--- config.mk ---
export PLATFORM = sky130hd
export DESIGN_NAME = scaled_fixed_step_tick_accumulator_flat
export DESIGN_NICKNAME = d
export VERILOG_FILES = /design/src/rtl/core/stfta_pkg.sv /design/src/rtl/core/stfta_req_if.sv /design/src/rtl/core/stfta_rsp_if.sv /design/src/rtl/core/stfta_div1000.sv /design/src/rtl/core/stfta_ctrl.sv /design/src/rtl/core/stfta_dpath.sv /design/src/rtl/core/scaled_fixed_step_tick_accumulator.sv /design/src/flat_wrapper.sv
export VERILOG_INCLUDE_DIRS = /design/src /design/src/rtl/core
export SDC_FILE = /design/constraint.sdc
export NUM_CORES = 2
export LEC_CHECK = 0
export ABC_CLOCK_PERIOD_IN_PS = 11900
export CAP_MARGIN = 15
export CORE_MARGIN = 2
export CORE_UTILIZATION = 55
export DETAILED_ROUTE_END_ITERATION = 10
export DONT_BUFFER_PORTS = 1
export GPL_ROUTABILITY_DRIVEN = 1
export PLACE_DENSITY = 0.81
export SETUP_SLACK_MARGIN = 0.4
export SYNTH_ARGS = -nofsm -noshare
export SYNTH_HDL_FRONTEND = slang
export SYNTH_HIERARCHICAL = 1
export SYNTH_SLANG_ARGS = --single-unit
--- constraint.sdc ---
create_clock -name clock -period 11.9 [get_ports clock]
set_input_delay 1.785 -clock clock [delete_from_list [all_inputs] [get_ports clock]]
set_output_delay 1.785 -clock clock [all_outputs]
set_load 0.03 [all_outputs]
--- src/rtl/core/scaled_fixed_step_tick_accumulator_defines.svh ---
// Assertion helpers shared by the RTL that checks itself.
`ifndef SCALED_FIXED_STEP_TICK_ACCUMULATOR_DEFINES_SVH
`define SCALED_FIXED_STEP_TICK_ACCUMULATOR_DEFINES_SVH

// Same-cycle implication, disabled during reset.
`define STFTA_ASSERT_IMPL(label, clk, rst, ante, cons, msg) \
   label: assert property (@(posedge clk) disable iff (rst) (ante) |-> (cons)) \
      else $error(msg);

// Next-cycle implication, disabled during reset.
`define STFTA_ASSERT_NEXT(label, clk, rst, ante, cons, msg) \
   label: assert property (@(posedge clk) disable iff (rst) (ante) |=> (cons)) \
      else $error(msg);

`endif

--- src/rtl/core/stfta_pkg.sv ---
package stfta_pkg;

   // Field widths of one input beat and one result beat
   localparam int MODE_W  = 3;
   localparam int TIME_W  = 32;
   localparam int STEP_W  = 17;
   localparam int SCALE_W = 16;
   localparam int TICK_W  = 20;
   localparam int ALPHA_W = 16;
   localparam int RATE_W  = 10;

   // Configuration port
   localparam int CSR_IDX_W  = 1;
   localparam int CSR_DATA_W = 20;

   typedef logic [MODE_W-1:0]    mode_type;
   typedef logic [CSR_IDX_W-1:0] csr_idx_type;

   localparam mode_type MODE_ADVANCE = 3'd0;
   localparam mode_type MODE_QUICK   = 3'd1;
   localparam mode_type MODE_SKIP    = 3'd2;
   localparam mode_type MODE_STEPS   = 3'd3;
   localparam mode_type MODE_SCALE   = 3'd4;

   localparam csr_idx_type CSR_TICK_RATE = 1'd0;
   localparam csr_idx_type CSR_MAX_TICKS = 1'd1;

   // Q4.12 time scale
   localparam int                 SCALE_SHIFT = 12;
   localparam logic [SCALE_W-1:0] SCALE_ONE   = 16'd4096;
   localparam logic [SCALE_W-1:0] SCALE_MAX   = 16'd40960;

   localparam logic [9:0]        MS_CAP      = 10'd1000;
   localparam logic [STEP_W-1:0] STEPS_IDLE  = 17'h1FFFF;

   // Controller to datapath commands
   typedef struct packed {
      logic accept;
      logic elapsed;
      logic step_adv;
      logic set_steps;
      logic set_scale;
      logic rate_mul;
      logic scale_mul;
      logic frac_div;
      logic inc_fine;
      logic inc_quick;
      logic add_phase;
      logic take_whole;
      logic load_out;
   } cmd_type;

   // Datapath to controller status
   typedef struct packed {
      mode_type mode;
      logic     stepping;
   } status_type;

endpackage

--- src/rtl/core/stfta_req_if.sv ---
interface stfta_req_if import stfta_pkg::*; ();
   logic                      valid;
   logic                      ready;
   mode_type                  mode;
   logic [TIME_W-1:0]         now_ms;
   logic signed [STEP_W-1:0]  step_count;
   logic [SCALE_W-1:0]        scale_value;

   modport source (output valid, mode, now_ms, step_count, scale_value, input ready);
   modport sink   (input valid, mode, now_ms, step_count, scale_value, output ready);
endinterface

--- src/rtl/core/stfta_rsp_if.sv ---
interface stfta_rsp_if import stfta_pkg::*; ();
   logic                valid;
   logic                ready;
   logic [TICK_W-1:0]   ticks;
   logic [ALPHA_W-1:0]  alpha;
   logic                is_stepping;
   logic [SCALE_W-1:0]  scale_now;

   modport source (output valid, ticks, alpha, is_stepping, scale_now, input ready);
   modport sink   (input valid, ticks, alpha, is_stepping, scale_now, output ready);
endinterface

--- src/rtl/core/stfta_div1000.sv ---
// Two-stage divide by 1000: reciprocal multiply, then one correction step.
module stfta_div1000 #(
   parameter int DIV_W = 26
) (
   input  logic               clock,
   input  logic [DIV_W-1:0]   x,
   output logic [DIV_W-10:0]  quo,
   output logic [9:0]         rem
);

   localparam int QW = DIV_W - 9;
   localparam longint unsigned RECIP_L = (longint'(1) << DIV_W) / 1000;
   localparam logic [QW-1:0] RECIP = RECIP_L[QW-1:0];
   localparam logic [10:0] DIVISOR = 11'd1000;

   logic [DIV_W+QW-1:0] prod;
   logic [QW-1:0]       q0_in, q0_ff;
   logic [10:0]         x_lo_in, x_lo_ff;
   logic [10:0]         q0_k;
   logic [10:0]         r0;
   logic [QW-1:0]       quo_in, quo_ff;
   logic [9:0]          rem_in, rem_ff;

   // Estimate: at most one below the true quotient
   always_comb begin
      prod    = x * RECIP;
      q0_in   = prod[DIV_W+QW-1:DIV_W];
      x_lo_in = x[10:0];
   end

   // Remainder fits in 11 bits, so work modulo 2^11
   always_comb begin
      q0_k   = 11'(q0_ff[10:0] * DIVISOR);
      r0     = x_lo_ff - q0_k;
      quo_in = q0_ff;
      rem_in = r0[9:0];
      if (r0 >= DIVISOR) begin
         quo_in = q0_ff + QW'(1);
         rem_in = 10'(r0 - DIVISOR);
      end
   end

   always_ff @(posedge clock) begin
      q0_ff   <= q0_in;
      x_lo_ff <= x_lo_in;
      quo_ff  <= quo_in;
      rem_ff  <= rem_in;
   end

   assign quo = quo_ff;
   assign rem = rem_ff;

endmodule

--- src/rtl/core/stfta_ctrl.sv ---
// Sequencer: walks one item through the datapath and owns both handshakes.
module stfta_ctrl import stfta_pkg::*; (
   input  logic       clock,
   input  logic       reset,
   input  logic       req_valid,
   output logic       req_ready,
   output logic       rsp_valid,
   input  logic       rsp_ready,
   input  status_type status,
   output cmd_type    cmd
);

   localparam logic [3:0] ST_IDLE   = 4'd0;
   localparam logic [3:0] ST_DECODE = 4'd1;
   localparam logic [3:0] ST_RATE   = 4'd2;
   localparam logic [3:0] ST_DIV1A  = 4'd3;
   localparam logic [3:0] ST_DIV1B  = 4'd4;
   localparam logic [3:0] ST_SCALE  = 4'd5;
   localparam logic [3:0] ST_DIV2A  = 4'd6;
   localparam logic [3:0] ST_DIV2B  = 4'd7;
   localparam logic [3:0] ST_FRAC   = 4'd8;
   localparam logic [3:0] ST_DIV3A  = 4'd9;
   localparam logic [3:0] ST_DIV3B  = 4'd10;
   localparam logic [3:0] ST_INC    = 4'd11;
   localparam logic [3:0] ST_QUICK  = 4'd12;
   localparam logic [3:0] ST_ADD    = 4'd13;
   localparam logic [3:0] ST_TAKE   = 4'd14;
   localparam logic [3:0] ST_DONE   = 4'd15;

   logic [3:0] state_in, state_ff;
   logic       rsp_valid_in, rsp_valid_ff;
   logic       out_free;

   assign out_free  = !rsp_valid_ff || rsp_ready;
   assign req_ready = (state_ff == ST_IDLE);
   assign rsp_valid = rsp_valid_ff;

   // Next state and command decode
   always_comb begin
      state_in = state_ff;
      cmd      = '0;
      unique case (state_ff)
         ST_IDLE: begin
            if (req_valid) begin
               cmd.accept = 1'b1;
               state_in   = ST_DECODE;
            end
         end
         ST_DECODE: begin
            unique case (status.mode)
               MODE_ADVANCE: begin
                  if (status.stepping) begin
                     cmd.step_adv = 1'b1;
                     state_in     = ST_DONE;
                  end else begin
                     cmd.elapsed = 1'b1;
                     state_in    = ST_RATE;
                  end
               end
               MODE_SKIP: begin
                  cmd.elapsed = 1'b1;
                  state_in    = ST_RATE;
               end
               MODE_QUICK: state_in = ST_QUICK;
               MODE_STEPS: begin
                  cmd.set_steps = 1'b1;
                  state_in      = ST_DONE;
               end
               MODE_SCALE: begin
                  cmd.set_scale = 1'b1;
                  state_in      = ST_DONE;
               end
               default: state_in = ST_DONE;
            endcase
         end
         ST_RATE: begin
            cmd.rate_mul = 1'b1;
            state_in     = ST_DIV1A;
         end
         ST_DIV1A: state_in = ST_DIV1B;
         ST_DIV1B: state_in = ST_SCALE;
         ST_SCALE: begin
            cmd.scale_mul = 1'b1;
            state_in      = ST_DIV2A;
         end
         ST_DIV2A: state_in = ST_DIV2B;
         ST_DIV2B: state_in = ST_FRAC;
         ST_FRAC: begin
            cmd.frac_div = 1'b1;
            state_in     = ST_DIV3A;
         end
         ST_DIV3A: state_in = ST_DIV3B;
         ST_DIV3B: state_in = ST_INC;
         ST_INC: begin
            cmd.inc_fine = 1'b1;
            state_in     = ST_ADD;
         end
         ST_QUICK: begin
            cmd.inc_quick = 1'b1;
            state_in      = ST_ADD;
         end
         ST_ADD: begin
            cmd.add_phase = 1'b1;
            state_in      = (status.mode == MODE_SKIP) ? ST_DONE : ST_TAKE;
         end
         ST_TAKE: begin
            cmd.take_whole = 1'b1;
            state_in       = ST_DONE;
         end
         ST_DONE: begin
            // Hold until the result register is free
            if (out_free) begin
               cmd.load_out = 1'b1;
               state_in     = ST_IDLE;
            end
         end
         default: state_in = ST_IDLE;
      endcase
   end

   // Result beat valid: set on load, drop when taken
   always_comb begin
      rsp_valid_in = rsp_valid_ff;
      if (cmd.load_out) begin
         rsp_valid_in = 1'b1;
      end else if (rsp_ready) begin
         rsp_valid_in = 1'b0;
      end
   end

   always_ff @(posedge clock) begin
      if (reset) begin
         state_ff     <= ST_IDLE;
         rsp_valid_ff <= 1'b0;
      end else begin
         state_ff     <= state_in;
         rsp_valid_ff <= rsp_valid_in;
      end
   end

endmodule

--- src/rtl/core/stfta_dpath.sv ---
// Datapath: accumulator state, fixed-point arithmetic and result register.
module stfta_dpath import stfta_pkg::*; #(
   parameter int TICK_LIMIT = 1000000,
   parameter int FRAC_BITS  = 16
) (
   input  logic                      clock,
   input  logic                      reset,
   input  cmd_type                   cmd,
   output status_type                status,
   input  mode_type                  req_mode,
   input  logic [TIME_W-1:0]         req_now_ms,
   input  logic signed [STEP_W-1:0]  req_step_count,
   input  logic [SCALE_W-1:0]        req_scale_value,
   input  logic                      csr_we,
   input  csr_idx_type               csr_index,
   input  logic [CSR_DATA_W-1:0]     csr_wdata,
   output logic [TICK_W-1:0]         rsp_ticks,
   output logic [ALPHA_W-1:0]        rsp_alpha,
   output logic                      rsp_is_stepping,
   output logic [SCALE_W-1:0]        rsp_scale_now
);

   localparam int PHASE_W = 32 + FRAC_BITS;
   localparam int DIV_W   = (FRAC_BITS + 10 > 26) ? FRAC_BITS + 10 : 26;
   localparam int QUO_W   = DIV_W - 9;
   localparam int ACC_W   = 26;
   localparam logic [TICK_W-1:0] TICK_CAP = TICK_W'(TICK_LIMIT);

   // Latched input beat
   mode_type             item_mode_in, item_mode_ff;
   logic [TIME_W-1:0]    item_now_in, item_now_ff;
   logic [STEP_W-1:0]    item_steps_in, item_steps_ff;
   logic [SCALE_W-1:0]   item_scale_in, item_scale_ff;

   // Configuration and architectural state
   logic [RATE_W-1:0]    tick_rate_in, tick_rate_ff;
   logic [TICK_W-1:0]    max_ticks_in, max_ticks_ff;
   logic [TIME_W-1:0]    last_time_in, last_time_ff;
   logic [PHASE_W-1:0]   phase_in, phase_ff;
   logic [SCALE_W-1:0]   time_scale_in, time_scale_ff;
   logic [STEP_W-1:0]    steps_left_in, steps_left_ff;
   logic [TICK_W-1:0]    last_ticks_in, last_ticks_ff;
   logic [ALPHA_W-1:0]   last_alpha_in, last_alpha_ff;

   // Working registers
   logic [9:0]           ms_in, ms_ff;
   logic [DIV_W-1:0]     div_x_in, div_x_ff;
   logic [ACC_W-1:0]     qs_in, qs_ff;
   logic [ACC_W-1:0]     acc_in, acc_ff;
   logic [PHASE_W-1:0]   inc_in, inc_ff;

   // Result register
   logic [TICK_W-1:0]    out_ticks_in, out_ticks_ff;
   logic [ALPHA_W-1:0]   out_alpha_in, out_alpha_ff;
   logic                 out_step_in, out_step_ff;
   logic [SCALE_W-1:0]   out_scale_in, out_scale_ff;

   // Combinational terms
   logic [QUO_W-1:0]            div_q;
   logic [9:0]                  div_r;
   logic [TICK_W-1:0]           cap_ticks;
   logic [TIME_W-1:0]           gap;
   logic [9:0]                  elapsed_ms;
   logic [19:0]                 rate_prod;
   logic [ACC_W-1:0]            whole_prod;
   logic [ACC_W-1:0]            rem_prod;
   logic [FRAC_BITS+9:0]        frac_num;
   logic [ACC_W+FRAC_BITS-1:0]  fine_cat;
   logic [PHASE_W-1:0]          fine_inc;
   logic [35:0]                 quick_prod;
   logic [36+FRAC_BITS-1:0]     quick_cat;
   logic [PHASE_W-1:0]          quick_inc;
   logic [PHASE_W:0]            sum_ext;
   logic [PHASE_W-1:0]          phase_sat;
   logic [31:0]                 whole;
   logic [FRAC_BITS-1:0]        frac;
   logic [FRAC_BITS+15:0]       alpha_ext;
   logic [TICK_W-1:0]           tick_lim;
   logic [TICK_W-1:0]           take_ticks;

   stfta_div1000 #(
      .DIV_W (DIV_W)
   ) u_div (
      .clock (clock),
      .x     (div_x_ff),
      .quo   (div_q),
      .rem   (div_r)
   );

   assign status.mode     = item_mode_ff;
   assign status.stepping = !steps_left_ff[STEP_W-1];

   // Arithmetic terms
   always_comb begin
      cap_ticks  = (max_ticks_ff > TICK_CAP) ? TICK_CAP : max_ticks_ff;
      gap        = item_now_ff - last_time_ff;
      if (item_now_ff < last_time_ff) begin
         elapsed_ms = '0;
      end else if (gap > TIME_W'(MS_CAP)) begin
         elapsed_ms = MS_CAP;
      end else begin
         elapsed_ms = gap[9:0];
      end
      // ms * rate, split by 1000, then each part times the scale
      rate_prod  = ms_ff * tick_rate_ff;
      whole_prod = div_q[9:0] * time_scale_ff;
      rem_prod   = div_r * time_scale_ff;
      frac_num   = {div_r, {FRAC_BITS{1'b0}}};
      // Quotient by 1000 joined with the fraction digits, then drop Q4.12
      fine_cat   = {acc_ff, div_q[FRAC_BITS-1:0]};
      fine_inc   = PHASE_W'(fine_cat >> SCALE_SHIFT);
      quick_prod = cap_ticks * time_scale_ff;
      quick_cat  = {quick_prod, {FRAC_BITS{1'b0}}};
      quick_inc  = PHASE_W'(quick_cat >> SCALE_SHIFT);
      // Saturating phase add
      sum_ext    = {1'b0, phase_ff} + {1'b0, inc_ff};
      phase_sat  = sum_ext[PHASE_W] ? '1 : sum_ext[PHASE_W-1:0];
      // Whole ticks and alpha from the phase
      whole      = phase_ff[PHASE_W-1:FRAC_BITS];
      frac       = phase_ff[FRAC_BITS-1:0];
      alpha_ext  = {frac, 16'h0000};
      tick_lim   = (item_mode_ff == MODE_QUICK) ? TICK_CAP : cap_ticks;
      take_ticks = (whole > 32'(tick_lim)) ? tick_lim : whole[TICK_W-1:0];
   end

   // Next values
   always_comb begin
      item_mode_in  = item_mode_ff;
      item_now_in   = item_now_ff;
      item_steps_in = item_steps_ff;
      item_scale_in = item_scale_ff;
      tick_rate_in  = tick_rate_ff;
      max_ticks_in  = max_ticks_ff;
      last_time_in  = last_time_ff;
      phase_in      = phase_ff;
      time_scale_in = time_scale_ff;
      steps_left_in = steps_left_ff;
      last_ticks_in = last_ticks_ff;
      last_alpha_in = last_alpha_ff;
      ms_in         = ms_ff;
      div_x_in      = div_x_ff;
      qs_in         = qs_ff;
      acc_in        = acc_ff;
      inc_in        = inc_ff;
      out_ticks_in  = out_ticks_ff;
      out_alpha_in  = out_alpha_ff;
      out_step_in   = out_step_ff;
      out_scale_in  = out_scale_ff;

      if (csr_we) begin
         unique case (csr_index)
            CSR_TICK_RATE: tick_rate_in = csr_wdata[RATE_W-1:0];
            CSR_MAX_TICKS: max_ticks_in = csr_wdata[TICK_W-1:0];
            default: ;
         endcase
      end

      if (cmd.accept) begin
         item_mode_in  = req_mode;
         item_now_in   = req_now_ms;
         item_steps_in = req_step_count;
         item_scale_in = req_scale_value;
      end

      // Clamp elapsed time and resync
      if (cmd.elapsed) begin
         ms_in        = elapsed_ms;
         last_time_in = item_now_ff;
         if (item_mode_ff == MODE_SKIP) begin
            last_ticks_in = '0;
         end
      end

      // One tick per advance while steps remain, none once the count is zero
      if (cmd.step_adv) begin
         if (steps_left_ff == '0) begin
            last_ticks_in = '0;
            last_alpha_in = '0;
         end else begin
            last_ticks_in = TICK_W'(1);
            steps_left_in = steps_left_ff - STEP_W'(1);
         end
      end

      if (cmd.set_steps) begin
         if (item_steps_ff[STEP_W-1]) begin
            steps_left_in = STEPS_IDLE;
            last_time_in  = item_now_ff;
            phase_in      = '0;
            time_scale_in = SCALE_ONE;
         end else begin
            steps_left_in = item_steps_ff;
         end
      end

      if (cmd.set_scale) begin
         time_scale_in = (item_scale_ff > SCALE_MAX) ? SCALE_MAX : item_scale_ff;
      end

      if (cmd.rate_mul) begin
         div_x_in = DIV_W'(rate_prod);
      end

      if (cmd.scale_mul) begin
         qs_in    = whole_prod;
         div_x_in = DIV_W'(rem_prod);
      end

      if (cmd.frac_div) begin
         acc_in   = qs_ff + ACC_W'(div_q);
         div_x_in = DIV_W'(frac_num);
      end

      if (cmd.inc_fine) begin
         inc_in = fine_inc;
      end
      if (cmd.inc_quick) begin
         inc_in = quick_inc;
      end

      if (cmd.add_phase) begin
         phase_in = phase_sat;
      end

      // Remove the whole part, report the fraction
      if (cmd.take_whole) begin
         phase_in      = PHASE_W'(frac);
         last_alpha_in = alpha_ext[FRAC_BITS+15:FRAC_BITS];
         last_ticks_in = take_ticks;
      end

      if (cmd.load_out) begin
         out_ticks_in = last_ticks_ff;
         out_alpha_in = last_alpha_ff;
         out_step_in  = !steps_left_ff[STEP_W-1];
         out_scale_in = time_scale_ff;
      end
   end

   // Architectural state
   always_ff @(posedge clock) begin
      if (reset) begin
         tick_rate_ff  <= RATE_W'(60);
         max_ticks_ff  <= TICK_W'(10);
         last_time_ff  <= '0;
         phase_ff      <= '0;
         time_scale_ff <= SCALE_ONE;
         steps_left_ff <= STEPS_IDLE;
         last_ticks_ff <= '0;
         last_alpha_ff <= '0;
      end else begin
         tick_rate_ff  <= tick_rate_in;
         max_ticks_ff  <= max_ticks_in;
         last_time_ff  <= last_time_in;
         phase_ff      <= phase_in;
         time_scale_ff <= time_scale_in;
         steps_left_ff <= steps_left_in;
         last_ticks_ff <= last_ticks_in;
         last_alpha_ff <= last_alpha_in;
      end
   end

   // Payload and working registers
   always_ff @(posedge clock) begin
      item_mode_ff  <= item_mode_in;
      item_now_ff   <= item_now_in;
      item_steps_ff <= item_steps_in;
      item_scale_ff <= item_scale_in;
      ms_ff         <= ms_in;
      div_x_ff      <= div_x_in;
      qs_ff         <= qs_in;
      acc_ff        <= acc_in;
      inc_ff        <= inc_in;
      out_ticks_ff  <= out_ticks_in;
      out_alpha_ff  <= out_alpha_in;
      out_step_ff   <= out_step_in;
      out_scale_ff  <= out_scale_in;
   end

   assign rsp_ticks       = out_ticks_ff;
   assign rsp_alpha       = out_alpha_ff;
   assign rsp_is_stepping = out_step_ff;
   assign rsp_scale_now   = out_scale_ff;

endmodule

--- src/rtl/core/scaled_fixed_step_tick_accumulator.sv ---
// Fixed-timestep tick accumulator with a Q4.12 time scale and single stepping. Every input
// beat yields exactly one result beat carrying the ticks to run, the Q0.16 interpolation
// alpha, the stepping flag and the current scale. One item is in flight at a time; the
// result waits in an output register, so the next item is taken while it is pending.
// An advance and a skip, which reports no ticks, each make three passes through the shared
// divide-by-1000 unit; advance-quickly goes straight to the phase add, and set-step-count,
// set-scale, stepped advances and unused modes only decode and load the result. An item
// waits to load its result while the sink still holds the previous one. The user must write
// tick_rate and max_ticks through the csr_ port only while no item is in flight; the block
// itself does not enforce it.
module scaled_fixed_step_tick_accumulator import stfta_pkg::*; #(
   parameter int TICK_LIMIT = 1000000,
   parameter int FRAC_BITS  = 16
) (
   input  logic                  clock,
   input  logic                  reset,
   stfta_req_if.sink             req_chan,
   stfta_rsp_if.source           rsp_chan,
   input  logic                  csr_we,
   input  csr_idx_type           csr_index,
   input  logic [CSR_DATA_W-1:0] csr_wdata
);

   cmd_type    cmd;
   status_type status;
   logic       ctrl_req_ready;
   logic       ctrl_rsp_valid;

   stfta_ctrl u_ctrl (
      .clock     (clock),
      .reset     (reset),
      .req_valid (req_chan.valid),
      .req_ready (ctrl_req_ready),
      .rsp_valid (ctrl_rsp_valid),
      .rsp_ready (rsp_chan.ready),
      .status    (status),
      .cmd       (cmd)
   );

   stfta_dpath #(
      .TICK_LIMIT (TICK_LIMIT),
      .FRAC_BITS  (FRAC_BITS)
   ) u_dpath (
      .clock           (clock),
      .reset           (reset),
      .cmd             (cmd),
      .status          (status),
      .req_mode        (req_chan.mode),
      .req_now_ms      (req_chan.now_ms),
      .req_step_count  (req_chan.step_count),
      .req_scale_value (req_chan.scale_value),
      .csr_we          (csr_we),
      .csr_index       (csr_index),
      .csr_wdata       (csr_wdata),
      .rsp_ticks       (rsp_chan.ticks),
      .rsp_alpha       (rsp_chan.alpha),
      .rsp_is_stepping (rsp_chan.is_stepping),
      .rsp_scale_now   (rsp_chan.scale_now)
   );

   assign req_chan.ready = ctrl_req_ready;
   assign rsp_chan.valid = ctrl_rsp_valid;

`include "scaled_fixed_step_tick_accumulator_defines.svh"

   // Busy after a beat is taken; scale and ticks stay in range
`STFTA_ASSERT_NEXT(a_busy_after_accept, clock, reset, req_chan.valid && req_chan.ready, !req_chan.ready, "input taken while an item is in flight")
`STFTA_ASSERT_IMPL(a_scale_in_range, clock, reset, rsp_chan.valid, rsp_chan.scale_now <= SCALE_MAX, "reported scale above 10.0")
`STFTA_ASSERT_IMPL(a_ticks_in_range, clock, reset, rsp_chan.valid, rsp_chan.ticks <= TICK_LIMIT, "reported ticks above limit")

endmodule

--- src/flat_wrapper.sv ---
// flat-port wrapper written by rule: the top's interface ports become plain ports
module scaled_fixed_step_tick_accumulator_flat import stfta_pkg::*;
#(
   parameter int TICK_LIMIT = 1000000,
   parameter int FRAC_BITS  = 16
)
  (clock, reset, csr_we, csr_index, csr_wdata, req_chan_valid, req_chan_mode, req_chan_now_ms, req_chan_step_count, req_chan_scale_value, req_chan_ready, rsp_chan_valid, rsp_chan_ticks, rsp_chan_alpha, rsp_chan_is_stepping, rsp_chan_scale_now, rsp_chan_ready);
  stfta_req_if req_chan_i ();
  stfta_rsp_if rsp_chan_i ();
  input  logic clock;
  input  logic reset;
  input  logic csr_we;
  input  csr_idx_type csr_index;
  input  logic [CSR_DATA_W-1:0] csr_wdata;
  input wire logic [$bits(req_chan_i.valid)-1:0] req_chan_valid;
  input wire logic [$bits(req_chan_i.mode)-1:0] req_chan_mode;
  input wire logic [$bits(req_chan_i.now_ms)-1:0] req_chan_now_ms;
  input wire logic [$bits(req_chan_i.step_count)-1:0] req_chan_step_count;
  input wire logic [$bits(req_chan_i.scale_value)-1:0] req_chan_scale_value;
  output wire logic [$bits(req_chan_i.ready)-1:0] req_chan_ready;
  output wire logic [$bits(rsp_chan_i.valid)-1:0] rsp_chan_valid;
  output wire logic [$bits(rsp_chan_i.ticks)-1:0] rsp_chan_ticks;
  output wire logic [$bits(rsp_chan_i.alpha)-1:0] rsp_chan_alpha;
  output wire logic [$bits(rsp_chan_i.is_stepping)-1:0] rsp_chan_is_stepping;
  output wire logic [$bits(rsp_chan_i.scale_now)-1:0] rsp_chan_scale_now;
  input wire logic [$bits(rsp_chan_i.ready)-1:0] rsp_chan_ready;
  assign req_chan_i.valid = req_chan_valid;
  assign req_chan_i.mode = req_chan_mode;
  assign req_chan_i.now_ms = req_chan_now_ms;
  assign req_chan_i.step_count = req_chan_step_count;
  assign req_chan_i.scale_value = req_chan_scale_value;
  assign req_chan_ready = req_chan_i.ready;
  assign rsp_chan_valid = rsp_chan_i.valid;
  assign rsp_chan_ticks = rsp_chan_i.ticks;
  assign rsp_chan_alpha = rsp_chan_i.alpha;
  assign rsp_chan_is_stepping = rsp_chan_i.is_stepping;
  assign rsp_chan_scale_now = rsp_chan_i.scale_now;
  assign rsp_chan_i.ready = rsp_chan_ready;
  scaled_fixed_step_tick_accumulator #(.TICK_LIMIT(TICK_LIMIT), .FRAC_BITS(FRAC_BITS)) u_core (.clock(clock), .reset(reset), .req_chan(req_chan_i), .rsp_chan(rsp_chan_i), .csr_we(csr_we), .csr_index(csr_index), .csr_wdata(csr_wdata));
endmodule
# [Word-level counts from Yosys, hierarchy flattened]
# Index checks and enable logic that the tools add are counted.
[totals] input_bits=94 regBits=488 out_inout_bits=55 wordCells=165
[classes] n_eq_ne=22 n_reduce_logical=31 n_bitwise=2 add_sub_neg=7 order_cmp=6 mux=60 multipliers=6
[ops] operator="48-bit 2-to-1 mux" count=4
[ops] operator="20-bit 2-to-1 mux" count=7
[ops] operator="16-bit 2-to-1 mux" count=7
[ops] operator="32-bit 2-to-1 mux" count=3
[ops] operator="17-bit 2-to-1 mux" count=5
[ops] operator="40-bit 2-to-1 mux" count=2
[ops] operator="26-bit 2-to-1 mux" count=3
[ops] operator="4-bit one-hot mux with 15 select lines" count=1
[ops] operator="10-bit by 16-bit multiplier with 26-bit output" count=2
[ops] operator="48-bit by 40-bit adder with 49-bit output" count=1
[ops] operator="26-bit by 15-bit multiplier with 41-bit output (second input constant)" count=1
[ops] operator="20-bit by 16-bit multiplier with 36-bit output" count=1
[ops] operator="4-bit equality test (second input constant)" count=8
[ops] operator="32-bit by 10-bit greater-than comparator with 1-bit output (second input constant)" count=1
[ops] operator="32-bit by 20-bit greater-than comparator with 1-bit output" count=1
[ops] operator="32-bit < comparator" count=1
[ops] operator="32-bit subtractor" count=1
[ops] operator="26-bit by 17-bit adder with 26-bit output" count=1
[ops] operator="20-bit greater-than comparator (second input constant)" count=1
[ops] operator="10-bit by 10-bit multiplier with 20-bit output" count=1
[ops] operator="1-bit 2-to-1 mux" count=20
[ops] operator="10-bit 2-to-1 mux" count=2
[ops] operator="2-bit nonzero test" count=10
[ops] operator="17-bit by 1-bit adder with 17-bit output (second input constant)" count=1
[ops] operator="27 further kinds" count=49

# [Logic depth before layout (Yosys ltp)]
[depth] depth_word=6 mapped_depth=33 depth_no_buf=30

# [Cells and area by module]
# Netlist, hierarchy kept.
[modules_own_cells] module="stfta_dpath" area_per_inst_um2=44318.8 seq_area_each_um2=10860.4 cells_each=4824 instances=1
[modules_own_cells] module="stfta_div1000" area_per_inst_um2=6772.7 seq_area_each_um2=1101.1 cells_each=641 instances=1
[modules_own_cells] module="stfta_ctrl" area_per_inst_um2=420.4 seq_area_each_um2=100.1 cells_each=59 instances=1

# [Worst setup path before layout]
# No wires, ideal clock.
[synth_path] path_kind="register to register" start="reg u_core.u_dpath.max_ticks_ff[0]" end="reg u_core.u_dpath.inc_ff[37] (data pin)" required_time_ps=11645 path_stages_with_launch=30 arrival_time_ps=7326 setup_ps=255 synth_period_minus_slack_ps=7580 path_buffers=4 path_slack_ps=4320 path_cell_list="dfxtp_1 -> or4_1 -> nor2_1 -> a31oi_1 -> o21ai_0 -> clkbuf_1 -> clkbuf_1 -> clkbuf_1 -> and3_1 -> fa_1 -> fa_1 -> fa_1 -> fa_1 -> fa_1 -> inv_1 -> fa_1 -> inv_1 -> ha_1 -> clkbuf_1 -> a21o_1 -> a21o_1 -> a21o_1 -> a21oi_1 -> o21ai_0 -> a31oi_1 -> o211a_1 -> o21bai_1 -> a211oi_1 -> xnor2_1 -> and2_1"
[synth_via] elab_chain_cells=4
[synth_rtl] item="start: declaration" line="stfta_dpath.sv:37" rtl="logic [TICK_W-1:0] max_ticks_in, max_ticks_ff;"
[synth_rtl] item="start signal: assignment" line="stfta_dpath.sv:253" rtl="max_ticks_ff <= max_ticks_in;"
[synth_rtl] item="20-bit greater-than comparator" line="stfta_dpath.sv:95" rtl="cap_ticks = (max_ticks_ff > TICK_CAP) ? TICK_CAP : max_ticks_ff;"
[synth_rtl] item="20-bit 2-to-1 mux *" line="stfta_dpath.sv:95"
[synth_rtl] item="20-bit by 16-bit multiplier with 36-bit output *" line="stfta_dpath.sv:112" rtl="quick_prod = cap_ticks * time_scale_ff;"
[synth_rtl] item="40-bit 2-to-1 mux *" line="stfta_dpath.sv:217" rtl="if (cmd.inc_quick) begin"
[synth_rtl] item="net u_core.u_dpath.inc_in[37]" line="stfta_dpath.sv:50" rtl="logic [PHASE_W-1:0] inc_in, inc_ff;"
[synth_rtl] item="end signal: assignment" line="stfta_dpath.sv:273" rtl="inc_ff <= inc_in;"
[synth_rtl] item="end: declaration" line="stfta_dpath.sv:50"
# The timed path passes the listed nets; every way through them passes the cells marked *.
# A chain may end at the register's enable or synchronous reset.

# [Worst setup path after layout]
[layout_path] start="reg u_core.u_dpath.max_ticks_ff[10]" end="reg u_core.u_dpath.inc_ff[38] (data pin)"
# Same word-level chain as after synthesis.

==> run summary <==
### Global routing
• 125 — largest net degree at the start of global routing
• 210000 um — wire length of the first global-routing pass
• 39525 — via count of the first global-routing pass
• 0 — total global routing overflow
• 27.6% — Overall Global Routing Usage
• 6 — antenna violations before repair

### Clocking
• 2 — H-tree levels
• 0 — # resized after CTS
• sky130_fd_sc_hd__clkbuf_16 — clock root cell
• 0 — hold buffer count at CTS
• 60 ps — clock-pin slew of the registers on the worst-case setup and hold paths
• built — CTS tree
• 3 — maximum clock path buffer count
• 51 — number of buffers added by the clock tree synthesis step
• 488 — number of clock sinks seen by CTS
• 640 ps — clock latency reported for the late side of the worst-skew pair
• 0 — total setup buffers inserted after CTS

### Yosys
• sky130_fd_sc_hd__dfxtp_1 — top flip-flop cell by instance count after synthesis
• 23.4% — sequential area share after synthesis
• 3.81% — post-synthesis xor/xnor area fraction
• 51500 sq um — area of the mapped netlist
• 6 — Ys Warns
• 488 — #FFs+latches synth
• 229 — number of enable flip-flop cells after synthesis
• 15.7% — synthesized-area fraction occupied by and/or/nand/nor cells
• 107 — Cell variety after synth
• 6813 — Mapped Nets
• 9.33 sq um — synthesized area per cell
• 5524 — number of instances in the synthesized netlist
• sky130_fd_sc_hd__fa_1, sky130_fd_sc_hd__ha_1, sky130_fd_sc_hd__edfxtp_1 — cells taking the most area after synthesis
• adder cells — combinational family with the most area after synthesis
• 0.559% — mux cell area share after synthesis
• 23.4% — share of the synthesized area in the top cell type
• 0% — async set or reset register ratio after synthesis
• 11.0% — Synth Area in Compound Gates
• 37.8% — post-synthesis adder-cell area fraction
• sky130_fd_sc_hd__fa_1 — library cell with the largest summed area after synthesis

### Power and ir drop
• 234 nW/um^2 — Power Density
• 25.1 nW — leakage power
• 0.891 mV — maximum VDD drop

### Worst setup path
• 12270 ps — Data required, critical path
• 28 — number of cells traversed by the worst register-to-register path
• 2670 ps — reg-to-reg setup timing slack
• 62 — Critical Path Fanout Max
• reg -> reg — startpoint-to-endpoint class of the critical path
• u_core/u_dpath/max_ticks_ff[10] — beginning of the worst register-to-register path
• 750 ps — largest stage delay on the critical path
• sky130_fd_sc_hd__fa_1 — Crit path top cell by count
• register — kind of capture point of the worst setup path
• sky130_fd_sc_hd__o21ai_4 — Slowest-stage cell, CP
• u_core/u_dpath/max_ticks_ff[10] — source of the critical timing path
• register — startpoint type of the worst setup path
• u_core/u_dpath/inc_ff[38] — Worst R2R End
• 9590 ps — signal arrival time at the worst endpoint
• u_core/u_dpath/inc_ff[38] — destination of the critical timing path

### STA
• 1130 ps — worst slew pin tran
• 0 — hold violation total from the final report
• 0 — final count of negative-setup-slack endpoints
• 0 ps — setup TNS
• 77.5% — ratio of final minimum period to clock period
• 0 — Final Max Tran Viols
• 41.5 ps — clk_skew
• 9230 ps — Final Critical Period
• 108 MHz — Highest Clock Rate
• no — RSZ-0062 raised after global routing
• 24.3% — worst relative slew slack

### Floorplan
• 112 — number of placement rows
• 149 — boundary pin count
• 93000 sq um — total core area
• 96100 sq um — total die area
• 55.4% — initial core utilization
• 310 um — vertical die dimension
• 310 um — x dimension of the die

### Finish
• 7825 — fillers
• 4.04% — fraction of final layout cells sized beyond drive strength 1
• 6651 — Layout Cells excl Fill
• sky130_fd_sc_hd__inv_1 — commonest non-fill, non-tap cell in the layout
• sky130_fd_sc_hd__inv_1, sky130_fd_sc_hd__nand2_1, sky130_fd_sc_hd__fa_1, sky130_fd_sc_hd__ha_1, sky130_fd_sc_hd__a21oi_1 — highest-count cells in the layout ignoring fill and taps
• 6643 — number of nets in the layout
• 5.16% — layout overhead on the synthesized area

### Routing
• 19.8 um — detailed-route wire length per cell
• 5.87 — number of vias per cell after detailed routing
• 39046 — Via Count
• 132000 um — post-detailed-routing wire length
• 0 — post-route DRC violation count
• 3488 — Detailed Route Iter0 Violations
• 0 — remaining antenna violation count
• 8 — drt pass-1 iters

### Placement
• 0 — I/O Buffers
• 0.951 — routability congestion estimate from global placement
• 101000 um — HPWL Detailed
• 6554 — number of placed cells counting well taps

### Hold path
• reg -> reg — kind of path behind the tightest hold check

### Status
• finished clean — outcome

### Flow run
• 0 — number of maximum-capacitance violations

-- flip-flops by register name, indices dropped and copies added (netlist names), 16 cells and up --
signal / flops
u_core/u_dpath/acc_ff: 26
u_core/u_dpath/div_x_ff: 26
u_core/u_dpath/inc_ff: 40
u_core/u_dpath/item_now_ff: 32
u_core/u_dpath/item_scale_ff: 16
u_core/u_dpath/item_steps_ff: 17
u_core/u_dpath/last_alpha_ff: 16
u_core/u_dpath/last_ticks_ff: 20
u_core/u_dpath/last_time_ff: 32
u_core/u_dpath/max_ticks_ff: 20
u_core/u_dpath/phase_ff: 48
u_core/u_dpath/qs_ff: 26
u_core/u_dpath/rsp_alpha: 16
u_core/u_dpath/rsp_scale_now: 16
u_core/u_dpath/rsp_ticks: 20
u_core/u_dpath/steps_left_ff: 17
u_core/u_dpath/time_scale_ff: 16
u_core/u_dpath/u_div/q0_ff: 17
u_core/u_dpath/u_div/quo: 17
-- worst min path at each step --
stage                     slack (ps)                            start  cells past startpoint                     endpoint
final                            340  u_core/u_dpath/u_div/x_lo_ff[2]                      0  u_core/u_dpath/u_div/rem[2]
after global placement           330  u_core/u_dpath/u_div/x_lo_ff[2]                      0  u_core/u_dpath/u_div/rem[2]
after floorplan                  320  u_core/u_dpath/u_div/x_lo_ff[2]                      0  u_core/u_dpath/u_div/rem[2]
after detailed placement         330  u_core/u_dpath/u_div/x_lo_ff[2]                      0  u_core/u_dpath/u_div/rem[2]
after CTS                        350  u_core/u_dpath/u_div/x_lo_ff[2]                      0  u_core/u_dpath/u_div/rem[2]
after global routing             360  u_core/u_dpath/u_div/x_lo_ff[2]                      0  u_core/u_dpath/u_div/rem[2]
-- critical path, delay by kind of cell, from the launching register on --
| kind | cells | cell delay, ps |
|---|---|---|
| and+or+nand+nor | 5 | 1650 |
| DFF | 1 | 380 |
| buffers and inverters | 5 | 750 |
| xor gates and xnor gates | 1 | 90 |
| AOI/OAI and AO/OA | 10 | 2610 |
| adders and majority gates | 7 | 3460 |
-- stage by stage --
stage	setup slack (ps)	power, mW	cell area, sq um	hold WS (ps)	utilization [%]
5_1_grt	2030	13.8	54200	358	58.2
6_report	2670	12.7	54200	344	58.2
3_3_place_gp	3090	10.5	52400	327	56.3
3_5_place_dp	2900	10.8	52400	333	56.3
2_1_floorplan	4320	9.07	51500	323	-
4_1_cts	2850	12.6	54200	347	58.2
-- final cells by class --
cell class | instances | area [sq um] | area share, %
Clock buffer | 78 | 1620 | 2.98
Antenna cell | 1 | 2.50 | 0.00462
Timing Repair Buffer | 36 | 270 | 0.499
Multi-Input combinational cell | 3994 | 35600 | 65.6
Sequential cell | 488 | 12100 | 22.3
Tap cell | 1254 | 1570 | 2.90
Clock inverter | 17 | 143 | 0.263
Inverter | 783 | 2940 | 5.43
-- kinds of logic after synthesis --
family	Yosys count
AND/OR/NAND/NOR	1671
adder cells (fa/ha/maj)	1195
buffers and inverters	1042
AO/OA/AOI/OAI	878
flip-flops	488
XOR/XNOR	223
multiplexers	27
-- cells in the mapped netlist (28+ instances only) --
library cell               count
sky130_fd_sc_hd__a31oi_1      28
sky130_fd_sc_hd__a21oi_1     291
sky130_fd_sc_hd__inv_1       783
sky130_fd_sc_hd__a22oi_1      32
sky130_fd_sc_hd__nand2b_1     43
sky130_fd_sc_hd__fa_1        602
sky130_fd_sc_hd__nor3_1       45
sky130_fd_sc_hd__nor2_1      227
sky130_fd_sc_hd__nand3_1      62
sky130_fd_sc_hd__nand4_1      45
sky130_fd_sc_hd__ha_1        593
sky130_fd_sc_hd__xor2_1       65
sky130_fd_sc_hd__a211oi_1     35
sky130_fd_sc_hd__nand2_1     746
sky130_fd_sc_hd__a21o_1       81
sky130_fd_sc_hd__clkbuf_1    231
sky130_fd_sc_hd__edfxtp_1    229
sky130_fd_sc_hd__and2_1      258
sky130_fd_sc_hd__and3_1      121
sky130_fd_sc_hd__xnor2_1     157
sky130_fd_sc_hd__o21ai_0     172
sky130_fd_sc_hd__dfxtp_1     259
-- layer usage --
| layer | track usage [%] | routed length (um) |
|---|---|---|
| met4 | 10.5 | 5280 |
| met5 | 0 | 57 |
| met2 | 43.9 | 60200 |
| met1 | 37.0 | 54100 |
| met3 | 5.96 | 12300 |
-- power by group --
| part | switching (mW) | leakage [nW] | total (mW) | internal, mW |
|---|---|---|---|---|
| sequential | 0.460 | 4.18 | 2.59 | 2.13 |
| combinational | 4.84 | 20.1 | 8.40 | 3.56 |
| clock | 0.700 | 0.866 | 1.66 | 0.964 |
| total | 6.00 | 25.1 | 12.7 | 6.65 |
Power figures use the tool's default switching activity.
